==> src/hw/rtl/ktd_pkg.sv <==
// Shared types, field widths and codes of the keyword trie automaton.
package ktd_pkg;

   // Default sizes of the automaton.
   localparam int DEF_NUM_STATES  = 512;
   localparam int DEF_NUM_SYMBOLS = 256;
   localparam int DEF_MAX_TOKENS  = 64;
   localparam int DEF_QUEUE_DEPTH = 2;

   // Field widths of the item formats.
   localparam int ACTION_W = 2;
   localparam int SYMBOL_W = 8;
   localparam int TOKEN_W  = 6;
   localparam int QSTATE_W = 9;
   localparam int STATUS_W = 2;

   localparam int REQ_TDATA_W = 24;
   localparam int REQ_TUSER_W = ACTION_W;
   localparam int RSP_FIELD_W = QSTATE_W + 1 + TOKEN_W + 1 + STATUS_W;
   localparam int RSP_TDATA_W = 24;
   localparam int RSP_PAD_W   = RSP_TDATA_W - RSP_FIELD_W;

   typedef logic [ACTION_W-1:0] action_type;
   typedef logic [STATUS_W-1:0] status_type;
   typedef logic [2:0]          op_type;

   // Request actions.
   localparam action_type ACT_BUILD = 2'd0;
   localparam action_type ACT_END   = 2'd1;
   localparam action_type ACT_EVAL  = 2'd2;

   // Result status codes.
   localparam status_type STS_OK    = 2'd0;
   localparam status_type STS_FULL  = 2'd1;
   localparam status_type STS_RANGE = 2'd2;
   localparam status_type STS_ZERO  = 2'd3;

   // Operations handed from the front end to the execution side.
   localparam op_type OP_BUILD       = 3'd0;
   localparam op_type OP_END         = 3'd1;
   localparam op_type OP_EVAL        = 3'd2;
   localparam op_type OP_EVAL_BADSYM = 3'd3;
   localparam op_type OP_CUR_ERR     = 3'd4;
   localparam op_type OP_BAD         = 3'd5;

   typedef struct packed {
      op_type                op;
      status_type            status;
      logic [SYMBOL_W-1:0]   symbol;
      logic [TOKEN_W-1:0]    token_id;
      logic [QSTATE_W-1:0]   query_state;
   } queue_item_type;

   typedef struct packed {
      logic full;
      logic empty;
   } queue_status_type;

   typedef struct packed {
      logic clearing;
   } back_status_type;

endpackage

==> src/hw/rtl/ktd_queue.sv <==
// Short FIFO that carries classified items from the front end to the back end.
module ktd_queue #(
   parameter int DEPTH = 2
) (
   input  logic                       clock,
   input  logic                       reset,
   input  logic                       push,
   input  ktd_pkg::queue_item_type    push_item,
   input  logic                       pop,
   output ktd_pkg::queue_item_type    head_item,
   output ktd_pkg::queue_status_type  queue_status
);
   import ktd_pkg::*;

   localparam int PTR_W = (DEPTH > 1) ? $clog2(DEPTH) : 1;
   localparam int CNT_W = $clog2(DEPTH + 1);

   queue_item_type    entry_ff [DEPTH];
   logic [PTR_W-1:0]  wr_ptr_ff, wr_ptr_in;
   logic [PTR_W-1:0]  rd_ptr_ff, rd_ptr_in;
   logic [CNT_W-1:0]  count_ff, count_in;

   always_comb begin
      wr_ptr_in = wr_ptr_ff;
      rd_ptr_in = rd_ptr_ff;
      count_in  = count_ff;
      if (push) begin
         wr_ptr_in = (wr_ptr_ff == PTR_W'(DEPTH - 1)) ? '0 : wr_ptr_ff + PTR_W'(1);
      end
      if (pop) begin
         rd_ptr_in = (rd_ptr_ff == PTR_W'(DEPTH - 1)) ? '0 : rd_ptr_ff + PTR_W'(1);
      end
      if (push && !pop) begin
         count_in = count_ff + CNT_W'(1);
      end else if (pop && !push) begin
         count_in = count_ff - CNT_W'(1);
      end
   end

   always_ff @(posedge clock) begin
      if (reset) begin
         wr_ptr_ff <= '0;
         rd_ptr_ff <= '0;
         count_ff  <= '0;
      end else begin
         wr_ptr_ff <= wr_ptr_in;
         rd_ptr_ff <= rd_ptr_in;
         count_ff  <= count_in;
      end
   end

   always_ff @(posedge clock) begin
      if (push) begin
         entry_ff[wr_ptr_ff] <= push_item;
      end
   end

   assign head_item          = entry_ff[rd_ptr_ff];
   assign queue_status.full  = count_ff == CNT_W'(DEPTH);
   assign queue_status.empty = count_ff == '0;

endmodule

==> config.mk <==
export PLATFORM = sky130hd
export DESIGN_NAME = ktd_queue
export DESIGN_NICKNAME = d
export VERILOG_FILES = /design/src/hw/rtl/ktd_pkg.sv /design/src/hw/rtl/ktd_queue.sv
export SDC_FILE = /design/constraint.sdc
export NUM_CORES = 1
export LEC_CHECK = 0
export ABC_AREA = 0
export BUFFER_PORTS_ARGS = -buffer_cell sky130_fd_sc_hd__buf_2
export CAP_MARGIN = 20
export CELL_PAD_IN_SITES_DETAIL_PLACEMENT = 1
export CELL_PAD_IN_SITES_GLOBAL_PLACEMENT = 1
export CORE_MARGIN = 3
export CORE_UTILIZATION = 35
export DETAILED_ROUTE_END_ITERATION = 16
export PLACE_DENSITY_LB_ADDON = 0.1
export SLEW_MARGIN = 15
export SYNTH_ARGS = -nofsm -noshare
export SYNTH_HDL_FRONTEND = slang
export SYNTH_SLANG_ARGS = --single-unit
==> constraint.sdc <==
create_clock -name clock -period 6 [get_ports clock]
set_clock_uncertainty 0.15 [all_clocks]
set_input_delay 0.6 -clock clock [delete_from_list [all_inputs] [get_ports clock]]
set_output_delay 0.6 -clock clock [all_outputs]
set_load 0.1 [all_outputs]
==> flow_summary.json <==
{
  "required_ns": 5.25,
  "hpwl_um": 2790,
  "outcome": "finished, final reports clean",
  "die_x_um": 85.9,
  "cts-root-buf": "clkbuf_8",
  "clk_path_buf_depth": 2,
  "drv_slew": 0,
  "reg2reg_depth": 2,
  "die_h_um": 85.9,
  "design.die.area_mm2": 0.00737,
  "yosysMostFrequentCell": "edfxtp_1",
  "grt_pass1_vias": 1378,
  "diodes": 0,
  "num_rows": 28,
  "cts_sinks": 61,
  "r2r_end": "entry_ff[1][5]",
  "p_leak_nw": 1.08,
  "worstHoldStart": "push_item[11]",
  "yosysUniqueCellTypes": 16,
  "syn-cell-area_mm2": 0.00223,
  "fin_hold_ws_ns": 0.309,
  "fmax_mhz": 357,
  "cp_slowest_stage_delay_ns": 0.71,
  "avgRoutedWirePerCell_um": 15.4,
  "synth_fp_nets": 142,
  "finalHoldViolations": 0,
  "min_path_type": "input port to flip-flop",
  "min_to": "entry_ff[0][11]",
  "cp-start-kind": "flip-flop",
  "finalCritPeriodShare": 0.467,
  "cp_slowest_cell": "dfxtp_1",
  "h-tree-depth": 3,
  "synth.area.top_cells": "edfxtp_1 75%, mux2_2 14%, dfxtp_1 4.5%",
  "rsz0062_at_grt": "no",
  "critPathArrivalTime_ns": 2.05,
  "cts_hold_buffers": 0,
  "synth_commonest_cells": "56 x edfxtp_1, 28 x mux2_2, 5 x dfxtp_1, 5 x nor2_1",
  "irDropWorstVdd_uv": 170,
  "drtIter0Drc": 44,
  "routabilityCongestion": 0.664,
  "clkLatencyLatePin_ns": 0.32,
  "antenna_found_initial": 0,
  "postRouteAntennaNets": 0,
  "grt_first_pass_wirelength_um": 6380,
  "start_util": 0.368,
  "yosysTopAreaCellShare": 0.753,
  "postCtsSetupRepairBufs": 0,
  "syn_to_final_growth_pct": 26.5,
  "max_slew_margin": 0.426,
  "syn_inst": 109,
  "ys_warn_count": 0,
  "met3WireLength_um": 250,
  "cp-end-kind": "primary output",
  "synth_seq_cells": 61,
  "coreArea_mm2": 0.00606,
  "reg2reg_slack_ns": 4.25,
  "overflow": 0,
  "cts_buffers": 9,
  "drive_gt1_frac": 0.568,
  "cap_violations": 0,
  "totalNegativeSetupSlack_ns": 0,
  "port_buffers": 61,
  "powerDensity_mw_per_mm2": 398,
  "met2_length_um": 2130,
  "cts_tree": "built",
  "path_cells": "buf_4 -> mux2_2 -> buf_2",
  "nNetsFinal": 213,
  "drtPass1Iterations": 3,
  "synth_top_area_cell": "edfxtp_1",
  "cts_resized": 0,
  "syn_area_per_cell_um2": 20.5,
  "crit-reg2reg-launch": "wr_ptr_ff",
  "top_layer": "met4",
  "period_minus_slack_ns": 2.80,
  "via_per_inst": 4.57,
  "wl_met1_um": 1540,
  "synth-edff-count": 56,
  "vias": 1189,
  "setup_viol": 0,
  "post-route-drc-count": 0,
  "cp_max_fo": 15,
  "min_path_cells": 1,
  "ys_async_sr_fraction": 0,
  "synthFlopType": "edfxtp_1",
  "postRouteWirelength_um": 4010,
  "worst_pin_slew_ns": 0.859,
  "crit_type": "flip-flop to primary output",
  "grt_usage": 0.120,
  "clkTransAtPathRegs_ns": 0.06,
  "grt_max_degree": 29,
  "io_pins": 62,
  "synth_seq_area_share": 0.798
}
==> cell type report <==
| type | count | area, um^2 |
|---|---|---|
| fill | 629 | 3240 |
| clock buffer | 14 | 163 |
| timing repair buffer | 63 | 320 |
| sequential | 61 | 1780 |
| multi-input combinational | 44 | 427 |
| inverter | 1 | 3.75 |
| clock inverter | 2 | 33.8 |
| tap | 75 | 93.8 |
==> placed cells by master, fill, tap and decap left out <==
master / instances
and2_1: 1
nor2_1: 5
inv_1: 1
buf_2: 61
dfxtp_1: 5
or3_1: 1
clkbuf_1: 3
bufinv_16: 1
xnor2_1: 2
buf_4: 2
clkbuf_8: 11
and2b_2: 1
edfxtp_1: 56
ha_1: 1
nor2b_4: 1
mux2_2: 28
clkinv_1: 1
o21ai_0: 1
a21oi_1: 1
xor2_1: 2
==> metal layers <==
metal,up-vias,track usage
met4,0,0.0863
met3,10,0.0384
li1,559,-
met2,41,0.205
met1,579,0.122
met5,-,0
==> stage by stage <==
stage | cell area [um^2] | worst slack (ns) | total power (W) | util | std cells
2_1_floorplan | 2230 | 3.56 | 0.000735 | - | 109
3_3_place_gp | 2630 | 3.53 | 0.000776 | 0.433 | 244
3_5_place_dp | 2630 | 3.49 | 0.000781 | 0.433 | 244
4_1_cts | 2820 | 3.12 | 0.00114 | 0.466 | 260
5_1_grt | 2820 | 3.04 | 0.00117 | 0.466 | 260
6_report | 2820 | 3.20 | 0.00112 | 0.466 | 260
==> sequential cells by signal (all words and copies together), names as in the netlist, named ones only <==
signal and count:
entry_ff 56, count_ff 2, rd_ptr_ff 1, wr_ptr_ff 1
==> how the worst max path moves through the flow <==
stage / endpoint / slack (ns) / startpoint / depth (start not counted)
floorplan: entry_ff[0][0] / 3.56 / push / 1
global placement: head_item[3] / 3.53 / flip-flop / 3
detailed placement: head_item[3] / 3.49 / flip-flop / 3
CTS: head_item[20] / 3.12 / flip-flop / 3
global route: head_item[7] / 3.04 / flip-flop / 3
finish: head_item[20] / 3.20 / flip-flop / 3
==> kinds of logic after synthesis <==
family,Yosys count,synth area share
AO/OA/AOI/OAI,2,0.00448
XOR/XNOR,4,0.0157
adder cells (fa/ha/maj),1,0.00560
buffers and inverters,4,0.0140
flip-flops,61,0.798
multiplexers,28,0.141
AND/OR/NAND/NOR,9,0.0207
==> where the power goes <==
group | switching [W] | internal (W)
sequential | 0.0000114 | 0.000495
clock | 0.000141 | 0.000214
combinational | 0.000212 | 0.0000504
total | 0.000364 | 0.000759
==> critical path: cells and delay by family (launching register included) <==
kind                   cells  cell delay [ns]
DFF                        1             0.71
buffers and inverters      2             0.64
muxes                      1             0.37
Note: power is estimated with default switching activity, not from simulation.
